--- config.mk ---
export PLATFORM = sky130hd
export DESIGN_NAME = msfd_cfg
export DESIGN_NICKNAME = d
export VERILOG_FILES = /design/src/rtl/assert_macros.svh /design/src/rtl/msfd_pkg.sv /design/src/rtl/msfd_cfg.sv
export SDC_FILE = /design/constraint.sdc
export NUM_CORES = 1
export LEC_CHECK = 0
export BUFFER_PORTS_ARGS = -buffer_cell sky130_fd_sc_hd__buf_2
export CAP_MARGIN = 0
export CORE_ASPECT_RATIO = 0.75
export CORE_MARGIN = 5
export CORE_UTILIZATION = 40
export DETAILED_ROUTE_END_ITERATION = 6
export PLACE_DENSITY = 0.76
export SYNTH_ARGS = -nofsm -noshare
export SYNTH_HDL_FRONTEND = slang
export SYNTH_SLANG_ARGS = --single-unit
--- constraint.sdc ---
create_clock -name clk_i -period 0.9 [get_ports clk_i]
set_input_delay 0.09 -clock clk_i [delete_from_list [all_inputs] [get_ports clk_i]]
set_output_delay 0.09 -clock clk_i [all_outputs]
set_load 0.005 [all_outputs]
--- src/rtl/assert_macros.svh ---
// Assertion helpers shared by the RTL. All checks are clocked on clk_i and
// are switched off while rst_ni is low unless the _RST form is used.
`ifndef ASSERT_MACROS_SVH
`define ASSERT_MACROS_SVH
`ifndef SYNTHESIS
`define MSFD_ASSERT(label, prop) \
  label: assert property (@(posedge clk_i) disable iff (!rst_ni) prop) \
    else $error("msfd assertion failed");
`define MSFD_ASSERT_RST(label, prop) \
  label: assert property (@(posedge clk_i) prop) \
    else $error("msfd assertion failed");
`else
`define MSFD_ASSERT(label, prop)
`define MSFD_ASSERT_RST(label, prop)
`endif
`endif

--- src/rtl/msfd_pkg.sv ---
package msfd_pkg;

  // Field widths of the request and result items
  localparam int TYPE_W   = 2;
  localparam int CHAN_W   = 5;
  localparam int SAMPLE_W = 24;
  localparam int DVAL_W   = 28;
  localparam int GAIN_W   = 24;
  localparam int SDLY_W   = 11;
  localparam int STEP_W   = 16;

  // APB register file
  localparam int CFG_AW = 4;
  localparam int CFG_DW = 32;
  localparam logic [1:0] REG_MAX_EXTRA  = 2'd0;
  localparam logic [1:0] REG_DELAY_STEP = 2'd1;
  localparam logic [1:0] REG_GAIN_STEP  = 2'd2;

  localparam logic [SDLY_W-1:0] MAX_EXTRA_RST  = 11'd1120;
  localparam logic [STEP_W-1:0] DELAY_STEP_RST = 16'd32768;
  localparam logic [STEP_W-1:0] GAIN_STEP_RST  = 16'd350;
  localparam logic [STEP_W-1:0] DSTEP_MAX      = 16'd32768;

  // Gain formats are Q2.22
  localparam logic [GAIN_W-1:0] UNITY_GAIN = 24'h400000;
  localparam logic [GAIN_W-1:0] GAIN_MIN   = 24'h200000;
  localparam logic [GAIN_W-1:0] GAIN_MAX   = 24'h800000;
  localparam logic [SDLY_W-1:0] STATIC_DELAY_MAX = 11'd2047;

  typedef enum logic [TYPE_W-1:0] {
    REQ_SAMPLE = 2'd0,
    REQ_TRIM   = 2'd1,
    REQ_TARGET = 2'd2
  } req_type_e;

  typedef enum logic [5:0] {
    ST_IDLE   = 6'b000001,
    ST_CHAN   = 6'b000010,
    ST_TAP0   = 6'b000100,
    ST_TAP1   = 6'b001000,
    ST_INTERP = 6'b010000,
    ST_OUT    = 6'b100000
  } state_e;

  typedef struct packed {
    logic [SDLY_W-1:0] max_extra_delay;
    logic [STEP_W-1:0] delay_slew_step;
    logic [STEP_W-1:0] gain_slew_step;
  } cfg_t;

  // One word of per-channel state
  typedef struct packed {
    logic [GAIN_W-1:0] static_gain;
    logic [SDLY_W-1:0] static_delay;
    logic [DVAL_W-1:0] extra_now;
    logic [DVAL_W-1:0] extra_goal;
    logic [GAIN_W-1:0] gain_now;
    logic [GAIN_W-1:0] gain_goal;
  } chan_state_t;

  localparam chan_state_t CHAN_RESET = '{
    static_gain:  UNITY_GAIN,
    static_delay: '0,
    extra_now:    '0,
    extra_goal:   '0,
    gain_now:     UNITY_GAIN,
    gain_goal:    UNITY_GAIN
  };

  // Saturate to signed 24 bits
  function automatic logic signed [SAMPLE_W-1:0] sat24(input logic signed [63:0] v);
    if (v > 64'sd8388607) begin
      return 24'sh7FFFFF;
    end else if (v < -64'sd8388608) begin
      return 24'sh800000;
    end
    return v[SAMPLE_W-1:0];
  endfunction

  // Move toward goal by at most one step, land exactly on it
  function automatic logic signed [29:0] glide(input logic signed [29:0] now,
                                               input logic signed [29:0] goal,
                                               input logic signed [29:0] step);
    if (now < goal - step) begin
      return now + step;
    end else if (now > goal + step) begin
      return now - step;
    end
    return goal;
  endfunction

endpackage

--- src/rtl/msfd_cfg.sv ---
// APB register file: extra-delay ceiling and the two slew steps
module msfd_cfg
  import msfd_pkg::*;
(
  input  logic              clk_i,
  input  logic              rst_ni,
  input  logic              psel,
  input  logic              penable,
  input  logic              pwrite,
  input  logic [CFG_AW-1:0] paddr,
  input  logic [CFG_DW-1:0] pwdata,
  output logic [CFG_DW-1:0] prdata,
  output logic              pready,
  output cfg_t              cfg_o
);

  cfg_t        cfg_q, cfg_d;
  logic        wr_en;
  logic [1:0]  reg_idx;
  logic [STEP_W-1:0] dstep_wr;

  assign pready   = 1'b1;
  assign wr_en    = psel && penable && pwrite;
  assign reg_idx  = paddr[3:2];
  assign dstep_wr = pwdata[STEP_W-1:0];

  // Write decode; a zero delay step is dropped, large ones saturate
  always_comb begin
    cfg_d = cfg_q;
    if (wr_en) begin
      case (reg_idx)
        REG_MAX_EXTRA: cfg_d.max_extra_delay = pwdata[SDLY_W-1:0];
        REG_DELAY_STEP: begin
          if (dstep_wr != '0) begin
            cfg_d.delay_slew_step = (dstep_wr > DSTEP_MAX) ? DSTEP_MAX : dstep_wr;
          end
        end
        REG_GAIN_STEP: cfg_d.gain_slew_step = pwdata[STEP_W-1:0];
        default: ;
      endcase
    end
  end

  always_ff @(posedge clk_i or negedge rst_ni) begin
    if (!rst_ni) begin
      cfg_q.max_extra_delay <= MAX_EXTRA_RST;
      cfg_q.delay_slew_step <= DELAY_STEP_RST;
      cfg_q.gain_slew_step  <= GAIN_STEP_RST;
    end else begin
      cfg_q <= cfg_d;
    end
  end

  // Read mux
  always_comb begin
    case (reg_idx)
      REG_MAX_EXTRA:  prdata = CFG_DW'(cfg_q.max_extra_delay);
      REG_DELAY_STEP: prdata = CFG_DW'(cfg_q.delay_slew_step);
      REG_GAIN_STEP:  prdata = CFG_DW'(cfg_q.gain_slew_step);
      default:        prdata = '0;
    endcase
  end

  assign cfg_o = cfg_q;

endmodule
==> qor.txt <==
Outcome = finished with violations
Violated checks = negative setup slack
Initial Util = 0.405
Post-Synthesis Cells = 174
RR Startpoint = cfg_o[21]
Static Leak = 1.78 nW
Synth Area per Inst = 12.2 µm²
Row count = 23
# nets final = 356
Area contributors post-synth = dfrtp_1, mux2_2, dfstp_2, buf_4, mux2i_1
Final Worst Setup Slack = -0.369 ns
Largest net degree at the start of global routing = 21
Worst hold slack = 0.0395 ns
Worst EP required = 0.81 ns
Setup-failing EPs final = 68
RSZ-0062 raised after global routing = true
Area grow syn2layout = 66.2%
Grt ovf = 0
Die area = 6870 µm²
Min-delay src = pwdata[3]
WHS Path Cells = 2
Remaining DRCs = 0
Max cap viols = 0
Core area = 5240 µm²
Sw Ratio = 0.274
Clock latency on the worst-skew pair = 0.28 ns
Kind of critical path = register to output port
Post-DP HPWL = 4640 µm
Htree depth = 2
Max reg flops = 43
Area of the multi-input gates = 1030 µm²
Number of synthesis warnings = 0
Critical path capture point type = output port
Int Power = 4.82 mW
Max VDD drop = 1.21 mV
Vert. Die Dim = 73.1 µm
GRT Total Usage = 0.198
Pre-antenna DRT Iters = 4
I/O pins = 117
Synth area leader = dfrtp_1
Slew Viols, Final = 0
CTS max path bufs = 2
CP Max Fanout = 2
Buffers added on ports = 81
Clk_skew = 0 ns
Most common cell after layout, fill and taps aside = buf_2
RD Place Congestion = 0.799
CTS tree = yes
Antenna cell count = 0
Worst setup path startpoint = cfg_o[37]
Yosys top cell area share = 0.389
Critical path arrival = 1.18 ns
Non-Filler Instances = 391
Register share of total power = 0.410
Dpl cells = 353
Cell area after synthesis = 2120 µm²
Pwr dens = 1880 nW/µm²
First-pass GRT wire length = 10,600 µm
Seq/Total Area, Yosys = 0.513
Commonest cells after routing, fill and taps aside = buf_2, buf_6, dfrtp_1
Wirelength, routed = 6950 µm
Max Clk Rate = 788 MHz
Drt wl/cell = 17.8 µm
Clock edge transition at the registers on the reported setup and hold paths = 0.08 ns
DR vias/cell = 4.90
Crit share post-route = 1.41
Die width = 94.1 µm
Min Tclk post-route = 1.27 ns
CP startpoint kind = register
Root Driver = clkbuf_8
Final Hold Vio Count = 0
Drt initial violations = 101
Post-route antenna net violation count = 0
Vias in the first global route = 2,070
Reg2Reg Depth = 3
Num CTS Buffers = 5
Storage cell area = 1090 µm²
Fill count = 392
Clock sinks = 43
Combinational Power Share = 0.369
Unique masters post-synth = 26
Sw Pwr = 1.82 mW
Layout cell share with drive strength beyond 1 = 0.639
Clock share of power = 0.220
Min-delay worst type = input port to register
Register bit total from synthesis = 43
Initial antenna violation count = 0
Vias post-DR = 1,914
[cell families (layout without fill, tap and decap cells)]
logic type             count (synthesis)  in the layout  synth area share
DFF                                   43             43             0.513
AOI/OAI and AO/OA                     37             38             0.132
muxes                                 37             37             0.190
buffers and inverters                 28            154            0.0903
and+or+nand+nor                       27             27            0.0714
other                                  2             17           0.00354
[metal layers]
layer / global-route usage / routed length [µm]
met5: 0 / 0
met2: 0.327 / 3470
met3: 0.0474 / 490
met1: 0.269 / 2980
met4: 0.0417 / 21
[final cells by class]
class                           count  share of cell area
Multi-Input combinational cell    119               0.294
Timing Repair Buffer              145               0.340
Sequential cell                    43               0.309
Clock inverter                      1             0.00852
Clock buffer                        7              0.0217
Inverter                            1             0.00106
Tap cell                           75              0.0266
[cell usage after synthesis]
| library cell | count |
|---|---|
| a21o_4 | 1 |
| a22o_1 | 9 |
| a22oi_1 | 2 |
| a32o_1 | 9 |
| and2_1 | 1 |
| and2b_4 | 1 |
| and3_2 | 1 |
| and4_2 | 1 |
| buf_2 | 3 |
| buf_4 | 20 |
| buf_6 | 1 |
| clkbuf_1 | 3 |
| conb_1 | 2 |
| dfrtp_1 | 33 |
| dfstp_2 | 10 |
| inv_1 | 1 |
| mux2_2 | 26 |
| mux2i_1 | 11 |
| nand2_1 | 14 |
| nand2_4 | 1 |
| nand3b_2 | 1 |
| nor2b_1 | 1 |
| nor3_1 | 2 |
| nor3b_1 | 1 |
| nor4_1 | 3 |
| o21ai_0 | 16 |
[critical path, cell delays in order (launching register included)]
cell and delay, ns:
dfstp_2 0.55, mux2i_1 0.08, o21ai_1 0.14, buf_2 0.13
[final timing paths]
path	to	slack, ns
min reg2reg	cfg_o[31]	0.52
max reg2reg	cfg_o[21]	-0.06
min in group asynchronous	cfg_o[9]	0.21
min	cfg_o[19]	0.04
max in group asynchronous	cfg_o[1]	0.22
max	prdata[5]	-0.37
[stage by stage]
stage	total power [mW]	cell area (µm²)	worst slack (ns)	util	setup TNS, ns
2_1_floorplan	3.42	2230	-0.196	-	-5.57
3_3_place_gp	4.23	2830	-0.413	0.540	-16.50
3_5_place_dp	4.29	2830	-0.446	0.540	-18.33
4_1_cts	6.43	3370	-0.328	0.644	-8.29
5_1_grt	7.00	3520	-0.427	0.673	-10.94
6_report	6.64	3520	-0.369	0.673	-8.11
[power groups by stage]
stage / clock network [mW] / registers, mW / logic [mW]
after global placement: 0 / 2.73 / 1.50
after global routing: 1.58 / 2.77 / 2.66
final: 1.46 / 2.72 / 2.45
after floorplan: 0 / 2.74 / 0.687
after CTS: 1.49 / 2.70 / 2.24
after detailed placement: 0 / 2.74 / 1.55
[repair_timing]
action | 4_1_cts | 5_1_grt
setup endpoints to repair | 86 | 91
resized for setup | 67 | 26
buffers inserted | 20 | 13
pin swaps | 9 | 12
cloned | 1 | 0
hold buffers | 1 | 0
endpoints found under the hold margin | 37 | 0
(Power assumes the default switching activity.)
