--- src/rtl/assert_macros.svh ---
// Assertion helpers shared by the RTL. All checks are clocked on clk_i and
// are switched off while rst_ni is low unless the _RST form is used.
`ifndef ASSERT_MACROS_SVH
`define ASSERT_MACROS_SVH
`ifndef SYNTHESIS
`define MSFD_ASSERT(label, prop) \
  label: assert property (@(posedge clk_i) disable iff (!rst_ni) prop) \
    else $error("msfd assertion failed");
`define MSFD_ASSERT_RST(label, prop) \
  label: assert property (@(posedge clk_i) prop) \
    else $error("msfd assertion failed");
`else
`define MSFD_ASSERT(label, prop)
`define MSFD_ASSERT_RST(label, prop)
`endif
`endif

--- src/rtl/msfd_ram.sv ---
// Simple dual-port RAM, one write and one registered read port.
// A read of the address being written returns the old contents.
module msfd_ram #(
  parameter int WIDTH = 8,
  parameter int DEPTH = 16,
  localparam int AW = (DEPTH > 1) ? $clog2(DEPTH) : 1
) (
  input  logic             clk_i,
  input  logic             we_i,
  input  logic [AW-1:0]    waddr_i,
  input  logic [WIDTH-1:0] wdata_i,
  input  logic             re_i,
  input  logic [AW-1:0]    raddr_i,
  output logic [WIDTH-1:0] rdata_o
);

  logic [WIDTH-1:0] mem_q [DEPTH];
  logic [WIDTH-1:0] rdata_q;

  always_ff @(posedge clk_i) begin
    if (we_i) begin
      mem_q[waddr_i] <= wdata_i;
    end
    if (re_i) begin
      rdata_q <= mem_q[raddr_i];
    end
  end

  assign rdata_o = rdata_q;

endmodule

--- config.mk ---
export PLATFORM = sky130hd
export DESIGN_NAME = msfd_ram
export DESIGN_NICKNAME = d
export VERILOG_FILES = /design/src/rtl/assert_macros.svh /design/src/rtl/msfd_ram.sv
export SDC_FILE = /design/constraint.sdc
export NUM_CORES = 1
export LEC_CHECK = 0
export ABC_AREA = 0
export BUFFER_PORTS_ARGS = -buffer_cell sky130_fd_sc_hd__buf_2
export CORE_MARGIN = 2
export CORE_UTILIZATION = 30
export CTS_CLUSTER_DIAMETER = 150
export DETAILED_ROUTE_END_ITERATION = 10
export PLACE_DENSITY = 0.54
export SYNTH_ARGS = -nofsm -noshare
export SYNTH_HDL_FRONTEND = slang
export SYNTH_SLANG_ARGS = --single-unit
--- constraint.sdc ---
create_clock -name clk_i -period 4.5 [get_ports clk_i]
set_input_delay 0.225 -clock clk_i [delete_from_list [all_inputs] [get_ports clk_i]]
set_output_delay 0.225 -clock clk_i [all_outputs]
set_load 0.02 [all_outputs]
==> flow_summary_export.csv, run 1 <==
group,metric,value,unit
synthesis,avgSynthCellArea,22.8,µm²
clocking,insertion_delay,410,ps
synthesis,ys_seq_elements,136,
setup_path,critical_path_arrival,2040,ps
global_routing,antenna_found_initial,0,
detailed_routing,dr.pass1.iters,4,
setup_path,path_class,"in2reg",
floorplanning,rows,48,
setup_path,reg2reg_slack,2930,ps
floorplanning,core_area,0.0172,mm²
clocking,cts_hold_buf,0,
floorplanning,initial_core_util,0.304,
hold_path,worstHoldStart,"re_i",
pwr,p_leak,0.00203,µW
timing,min_period_over_period,0.418,
synthesis,ys_warn_count,0,
floorplanning,design.die.area,0.0185,mm²
detailed_routing,drc,0,
detailed_routing,vias,2448,
setup_path,path_buf_inv,2,
floorplanning,io_pins,27,
timing,slew_headroom,0.219,
final_layout,fin_nets,284,
pwr,power,3090,µW
global_routing,track_usage,0.129,
global_routing,grt_start_max_net_pins,33,
global_routing,grt_pass1_wl,16200,µm
timing,slew_viol_final,0,
hold_path,min_path_cells,1,
detailed_routing,postRouteAntennaNets,0,
clocking,cts_tree,"built",
place,place_hpwl,6750,µm
setup_path,r2r-start,"mem_q[11][7]",
setup_path,crit_chain,"buf_2, buf_4, mux4_1, a22oi_1, nand2_1",
clocking,cts_buffers,17,
timing,fin_setup_tns,0,ps
final_layout,drive_gt1_frac,0.291,
timing,worst_slew_pin_slew,1170,ps
setup_path,cp_slowest_stage_delay,600,ps
setup_path,crit_family,"buffers and inverters",
place,portBuffers,26,
pwr,peakVddDrop,0.260,mV
synthesis,synth.cell_area,0.00523,mm²
clocking,h-tree-depth,4,
setup_path,critical_path_peak_fanout,22,
place,gp_congestion,0.729,
synthesis,synth-seq-area-share,0.781,
clocking,clk_path_buf_depth,2,
synthesis,syn-num-nets,248,
synthesis,synthTopCellsByArea,"edfxtp_1 78%, mux4_2 7.8%, mux4_1 7.0%, a22oi_1 2.3%, nor2_1 0.93%",
synthesis,ys_top_cells_by_count,"136 x edfxtp_1, 18 x mux4_2, 16 x a22oi_1, 14 x mux4_1, 13 x nor2_1",
timing,rsz0062_at_grt,"no",
setup_path,required,4660,ps
setup_path,cp_num_cells,5,
synthesis,async_reset_ff_frac,0,
synthesis,synthesis.instances,229,
flow_run,drv_cap,0,
synthesis,ys.flop_type,"edfxtp_1",
timing,hold_viol_final,0,
final_layout,antennaDiodeCount,0,
clocking,postCtsResizedCells,0,
global_routing,grt-ovfl-total,0,
setup_path,ff2ff_path_depth,3,
floorplanning,dieWidth,136,µm
detailed_routing,vias_per_cell,4.87,
floorplanning,die_h,136,µm
clocking,cts_setup_buffers,0,
timing,setup_viol,0,
synthesis,yosys.area.top_type,"edfxtp_1",
detailed_routing,drt-total-wl,11100,µm
global_routing,first_global_vias,2486,
timing,finalCriticalPeriod,1880,ps
detailed_routing,wl_per_cell,22.2,µm
synthesis,synth.most_common_cell,"edfxtp_1",
clocking,root_buffer,"clkbuf_16",
clocking,clock-sinks,136,
detailed_routing,initialDrtViolationCount,280,
setup_path,endpoint_kind,"register",
synthesis,synth_edf_count,136,
synthesis,synth.top_cell.area_share,0.781,
timing,skew,5.78,ps
pwr,p_per_area,495,mW/mm²
final_layout,fill_cells,1626,
final_layout,syn_to_final_growth,19.2,%
run_status,status,"complete, no violations",
synthesis,synth_cell_types,18,
setup_path,crit_slowest_cell,"mux4_1",
hold_path,min_to,"rdata_o[6]",
clocking,cts.clk_slew.worst_paths,60,ps
hold_path,hold_path.class,"in2reg",
setup_path,r2r_end,"rdata_o[7]",
timing,max_freq,532,MHz
setup_path,startpoint_type,"input pin",
## per-stage QoR
step	worst slack, ps	utilization	std cells	hold slack, ps	area [µm²]
global route	2450	0.363	503	183	6230
floorplan	2780	-	229	324	5230
detailed placement	2140	0.325	471	606	5580
global placement	2150	0.325	471	606	5580
CTS	2570	0.363	503	174	6230
finish	2620	0.363	503	181	6230
## layout make-up
cell class,count,area (µm²),share of cell area
flip-flops and latches,136,4080,0.655
well taps,225,282,0.0452
clock inverters,14,223,0.0357
repair buffers,27,138,0.0221
clock buffers,18,429,0.0689
multi-input cells,83,1080,0.173
## flip-flops by register name, summed over array words and instances, names as in the netlist
name     flops
rdata_o      8
mem_q      128
## layer usage
metal | track usage | routed length, µm | part of all wire
met5 | 0 | 0 | 0
met4 | 0.0446 | 154 | 0.014
met3 | 0.0395 | 717 | 0.064
met2 | 0.190 | 5120 | 0.46
met1 | 0.183 | 5150 | 0.46
## cells in the final DEF (no fill, tap or decap), types with 2 or more instances in the layout
cell type / netlist / routed
clkbuf_16: 0 / 17
clkinvlp_4: 0 / 2
buf_2: 3 / 26
edfxtp_1: 136 / 136
mux4_1: 14 / 14
nand3b_1: 2 / 2
inv_6: 0 / 2
clkinv_4: 0 / 4
nor2_1: 13 / 13
mux4_2: 18 / 18
nand2b_1: 2 / 2
a22oi_1: 16 / 16
bufinv_16: 0 / 5
nand2_1: 9 / 9
nor3_2: 0 / 4
## power breakdown
group          switching (µW)  internal (µW)  leakage (µW)
logic                    83.6           49.9      0.000482
registers                7.03           1430       0.00124
clock network             530            988      0.000311
## worst reg2reg max path: cells and delay by family (launching register included)
| kind | cells | cell delay [ps] |
|---|---|---|
| simple gates | 1 | 160 |
| mux | 1 | 510 |
| compound gates | 1 | 260 |
| flops | 1 | 370 |
## cells by family (layout without fill, tap and decap cells)
logic type             after synthesis  count (layout)  synth area share
flip-flops                         136             136             0.781
AO/OA/AOI/OAI                       16              16            0.0230
multiplexers                        32              32             0.148
AND/OR/NAND/NOR                     35              35            0.0314
buffers and inverters               10              59            0.0165
## how the worst max path moves through the flow
stage	from	to
after floorplan	waddr_i[2]	mem_q[0][0]
after global placement	raddr_i[0]	rdata_o[1]
after detailed placement	raddr_i[0]	rdata_o[1]
after CTS	raddr_i[0]	rdata_o[1]
after global routing	raddr_i[0]	rdata_o[1]
final	raddr_i[0]	rdata_o[1]
No activity file was read; power rests on OpenSTA's default activity.
==> run 2, diff against run 1 <==
Clock period 4.5 ns to 1.9 ns, I/O delays scaled along.
==> run 2 against run 1 <==
Against the previous run: sequential share of layout area is 0.72 points lower; global-route usage is 0.66 points lower; worst setup slack worse by 2200 ps; largest cell class unchanged.
==> flow_summary_export.csv, run 2 (same netlist as run 1, synthesis figures left out) <==
group,metric,value,unit
setup_path,critical_path_peak_fanout,1,
clocking,cts_hold_buf,0,
clocking,clk_path_buf_depth,2,
final_layout,regMostFlops,"mem_q",
timing,hold_viol_final,0,
detailed_routing,vias,2457,
setup_path,path_class,"reg2reg",
final_layout,multi_input_area,0.00106,mm²
detailed_routing,vias_per_cell,4.71,
timing,rsz0062_at_grt,"no",
final_layout,fin_nets,304,
timing,finalCriticalPeriod,1530,ps
floorplanning,dieWidth,136,µm
pwr,peakVddDrop,0.686,mV
final_layout,final_common_cell,"edfxtp_1",
detailed_routing,dr.pass1.iters,5,
place,place_hpwl,6660,µm
flow_run,drv_cap,0,
detailed_routing,postRouteAntennaNets,0,
pwr,p_leak,0.00211,µW
place,dpl-instance-area,0.00574,mm²
run_status,status,"complete, no violations",
final_layout,largest_register_ff_count,128,
setup_path,required,2050,ps
timing,worst_slew_pin_slew,429,ps
clocking,insertion_delay,410,ps
timing,fin_hold_ws,65.2,ps
floorplanning,rows,48,
hold_path,hold_path.class,"in2reg",
setup_path,startpoint_type,"register",
global_routing,first_global_vias,2615,
final_layout,syn_to_final_growth,20.5,%
place,portBuffers,26,
clocking,cts.clk_slew.worst_paths,50,ps
timing,min_period_over_period,0.804,
detailed_routing,drt-total-wl,10400,µm
timing,slew_viol_final,0,
detailed_routing,wl_per_cell,19.9,µm
place,gp_congestion,0.720,
final_layout,seq_area,0.00408,mm²
clocking,postCtsResizedCells,0,
final_layout,drive_gt1_frac,0.306,
detailed_routing,initialDrtViolationCount,264,
setup_path,critical_path_arrival,1670,ps
clocking,cts_tree,"built",
timing,max_freq,655,MHz
timing,setup_viol,0,
floorplanning,core_area,0.0172,mm²
timing,fin_setup_tns,0,ps
clocking,clock-sinks,136,
clocking,cts_setup_buffers,0,
final_layout,final_util,0.367,
global_routing,antenna_found_initial,1,
detailed_routing,drc,0,
final_layout,antennaDiodeCount,0,
clocking,cts_buffers,17,
timing,slew_headroom,0.714,
global_routing,grt_pass1_wl,15800,µm
final_layout,fin_area,0.00630,mm²
setup_path,endpoint_kind,"register",
clocking,root_buffer,"clkbuf_16",
floorplanning,io_pins,27,
final_layout,layout_common_cells,"136 x edfxtp_1, 26 x buf_2, 19 x buf_4",
global_routing,grt_start_max_net_pins,24,
pwr,p_per_area,1090,mW/mm²
timing,skew,4.45,ps
floorplanning,initial_core_util,0.304,
floorplanning,die_h,136,µm
final_layout,fill_cells,1605,
floorplanning,design.die.area,0.0185,mm²
global_routing,grt-ovfl-total,0,
clocking,h-tree-depth,4,
global_routing,track_usage,0.123,
run 2: changes by cell type in the layout (fill, tap and decap cells not counted), sizes merged:
cell / delta
inv: -2
clkinv: +4
clkinvlp: -1
bufinv: -2
buf: +20
run 2: area by class of cell:
class                           count  share of cell area
Tap cell                          225              0.0447
Timing Repair Buffer               47              0.0496
Clock inverter                     13              0.0216
Sequential cell                   136               0.648
Clock buffer                       18              0.0681
Multi-Input combinational cell     83               0.168
run 2: through the flow:
step | worst slack, ps | total power, µW | instances
after global routing | 304 | 7110 | 522
after detailed placement | 155 | 3800 | 491
after global placement | 150 | 3790 | 491
after floorplan | 312 | 3650 | 229
final | 373 | 6870 | 522
after CTS | 393 | 6940 | 522
run 2: per-layer routing:
layer  GRT usage  share of wire  routed length [µm]
met1       0.170           0.47                4940
met4      0.0486          0.014                 150
met3      0.0425          0.053                 554
met5           0         0.0012                  13
met2       0.178           0.46                4750
run 2: final timing paths:
kind / slack [ps] / cells after the start / from / to
hold reg to reg: 750 / 3 / mem_q[12][6] / rdata_o[6]
setup reg to reg: 370 / 3 / mem_q[9][4] / rdata_o[4]
setup / recovery: 370 / 3 / mem_q[9][4] / rdata_o[4]
hold / removal: 70 / 1 / re_i / rdata_o[1]
run 2: critical path, cell delays in order, from the launching register on:
cell and delay [ps]:
edfxtp_1 340, mux4_1 520, a22oi_1 300, nand2_1 100
run 2: power by group:
part	leakage (µW)	total, µW	internal, µW	switching, µW
Sequential	0.00124	3400	3380	18.6
Clock	0.000277	3140	2020	1120
Combinational	0.000593	328	135	193
==> run 3, diff against run 2 <==
Settings changed: ABC_AREA 0 to 1.
Clock period 1.9 ns to 1.5 ns, I/O delays scaled along.
==> run 3 against run 2 <==
Against the previous run: worst hold slack got worse by 42 ps; die area increased by 11%; sequential power increased by 27%; largest power group unchanged; highest routed layer is now met4.
==> flow_summary_export.csv, run 3 <==
group,metric,value,unit
run_status,status,"complete, no violations",
detailed_routing,dr.pass1.iters,5,
final_layout,drive_gt1_frac,0.127,
pwr,power.net_switching,1850,µW
final_layout,layout_common_cells,"173 x nand2_1, 136 x edfxtp_1, 100 x inv_1",
flow_run,drv_cap,0,
setup_path,crit_family,"simple AND/OR/NAND/NOR gates",
timing,slew_headroom,0.604,
setup_path,critical_path_arrival,1440,ps
setup_path,required,1660,ps
synthesis,synth_cell_types,11,
global_routing,grt_pass1_wl,21700,µm
global_routing,first_global_vias,3950,
pwr,combPwrFrac,0.065,
timing,hold_viol_final,0,
synthesis,yosys.area.top_type,"edfxtp_1",
timing,fin_setup_tns,0,ps
global_routing,grt_start_max_net_pins,65,
clocking,insertion_delay,430,ps
setup_path,path_class,"reg2reg",
synthesis,synthesis.instances,551,
global_routing,track_usage,0.147,
synthesis,ys_top_cells_by_count,"173 x nand2_1, 136 x edfxtp_1, 100 x inv_1, 97 x nand3_1, 17 x nor2_1",
place,portBuffers,26,
final_layout,fin_cells,877,
global_routing,grt-ovfl-total,0,
floorplanning,design.die.area,0.0206,mm²
clocking,root_buffer,"clkbuf_16",
pwr,seq_power_share,0.505,
clocking,postCtsResizedCells,0,
pwr,peakVddDrop,0.913,mV
pwr,p_leak,0.00293,µW
setup_path,cp_slowest_stage_delay,370,ps
clocking,cts.clk_slew.worst_paths,60,ps
final_layout,fin_area,0.00689,mm²
floorplanning,rows,51,
pwr,p_clk_frac,0.429,
detailed_routing,drc,0,
pwr,swShare,0.217,
timing,skew,7.61,ps
global_routing,antenna_found_initial,0,
synthesis,synth-seq-area-share,0.698,
setup_path,crit_chain,"inv_1, nand2_1, nand3_1, nand3_1, nand3_1, nand2_1",
final_layout,syn_to_final_growth,17.8,%
clocking,cts_setup_buffers,0,
synthesis,ys.flop_type,"edfxtp_1",
synthesis,synth_edf_count,136,
pwr,p_per_area,1240,mW/mm²
setup_path,crit_slowest_cell,"edfxtp_1",
place,dp.cells,847,
pwr,p_int,6680,µW
detailed_routing,vias,3829,
setup_path,startpoint_type,"register",
setup_path,endpoint_kind,"register",
floorplanning,die_h,144,µm
place,dpl-instance-area,0.00638,mm²
final_layout,regMostFlops,"mem_q",
synthesis,synth.most_common_cell,"nand2_1",
setup_path,path_buf_inv,1,
floorplanning,io_pins,27,
setup_path,critical_path_peak_fanout,1,
synthesis,ys_warn_count,0,
clocking,h-tree-depth,4,
pwr,power,8530,µW
timing,setup_viol,0,
floorplanning,dieWidth,144,µm
detailed_routing,postRouteAntennaNets,0,
synthesis,synth.cell_area,0.00585,mm²
clocking,clock-sinks,136,
final_layout,largest_register_ff_count,128,
final_layout,antennaDiodeCount,0,
detailed_routing,initialDrtViolationCount,400,
hold_path,hold_path.class,"in2reg",
timing,worst_slew_pin_slew,593,ps
timing,finalCriticalPeriod,1280,ps
timing,max_freq,783,MHz
synthesis,ys_seq_elements,136,
clocking,clk_path_buf_depth,2,
clocking,cts_buffers,17,
floorplanning,core_area,0.0193,mm²
timing,min_period_over_period,0.851,
final_layout,fin_nets,620,
clocking,cts_hold_buf,0,
detailed_routing,wl_per_cell,15.7,µm
setup_path,path_common_cell,"nand3_1",
floorplanning,initial_core_util,0.303,
synthesis,synth.top_cell.area_share,0.698,
final_layout,final_common_cell,"nand2_1",
timing,rsz0062_at_grt,"no",
place,place_hpwl,8820,µm
place,gp_congestion,0.863,
synthesis,async_reset_ff_frac,0,
synthesis,syn-num-nets,570,
clocking,cts_tree,"built",
detailed_routing,drt-total-wl,13700,µm
detailed_routing,vias_per_cell,4.37,
synthesis,avgSynthCellArea,10.6,µm²
timing,slew_viol_final,0,
synthesis,synthTopCellsByArea,"edfxtp_1 70%, nand2_1 11%, nand3_1 8.3%, inv_1 6.4%, buf_6 1.2%",
run 3: cell types whose count changed after synthesis, sizes merged, moves of 16 or more:
cell   change
buf       +17
nand2    +164
nand3     +96
inv      +102
a22oi     -16
mux4      -32
run 3: worst paths after layout:
path	from	endpoint	slack, ps	depth (start not counted)
max	mem_q[5][6]	rdata_o[6]	220	6
min	re_i	rdata_o[2]	20	1
max reg2reg	mem_q[5][6]	rdata_o[6]	220	6
min reg2reg	mem_q[13][5]	rdata_o[5]	750	6
run 3: through the flow:
step	util	setup slack, ps	hold WS (ps)
after CTS	0.357	269	6.70
after global routing	0.357	181	12.9
after detailed placement	0.331	42.2	455
after global placement	0.331	87.5	448
final	0.357	224	23.5
after floorplan	-	474	174
run 3: area by class of cell:
type | instances | area [µm²]
Fill cell | 1943 | 12400
Sequential cell | 136 | 4080
Multi-Input combinational cell | 289 | 1210
Clock buffer | 24 | 452
Inverter | 102 | 383
Timing Repair Buffer | 55 | 373
Tap cell | 265 | 332
Clock inverter | 6 | 52.6
run 3: power groups by stage:
stage                     combinational (µW)  clock (µW)  sequential, µW
after floorplan                          300           0            4400
after global placement                   554           0            4390
after detailed placement                 560           0            4390
after CTS                                561        3750            4310
after global routing                     622        3940            4320
final                                    556        3660            4310
run 3: logic make-up (layout without fill, tap and decap cells):
group,after synthesis,in the layout,share of synthesized area
flip-flops,136,136,0.698
AND/OR/NAND/NOR,289,289,0.208
buffers and inverters,126,187,0.0939
run 3: metal layers:
metal  GRT usage  share of wire  vias to the layer above
met5           0              0                        -
met4      0.0521          0.020                        0
met3      0.0423          0.064                       21
met2       0.226           0.45                      127
met1       0.199           0.46                     1800
li1            -              -                     1881
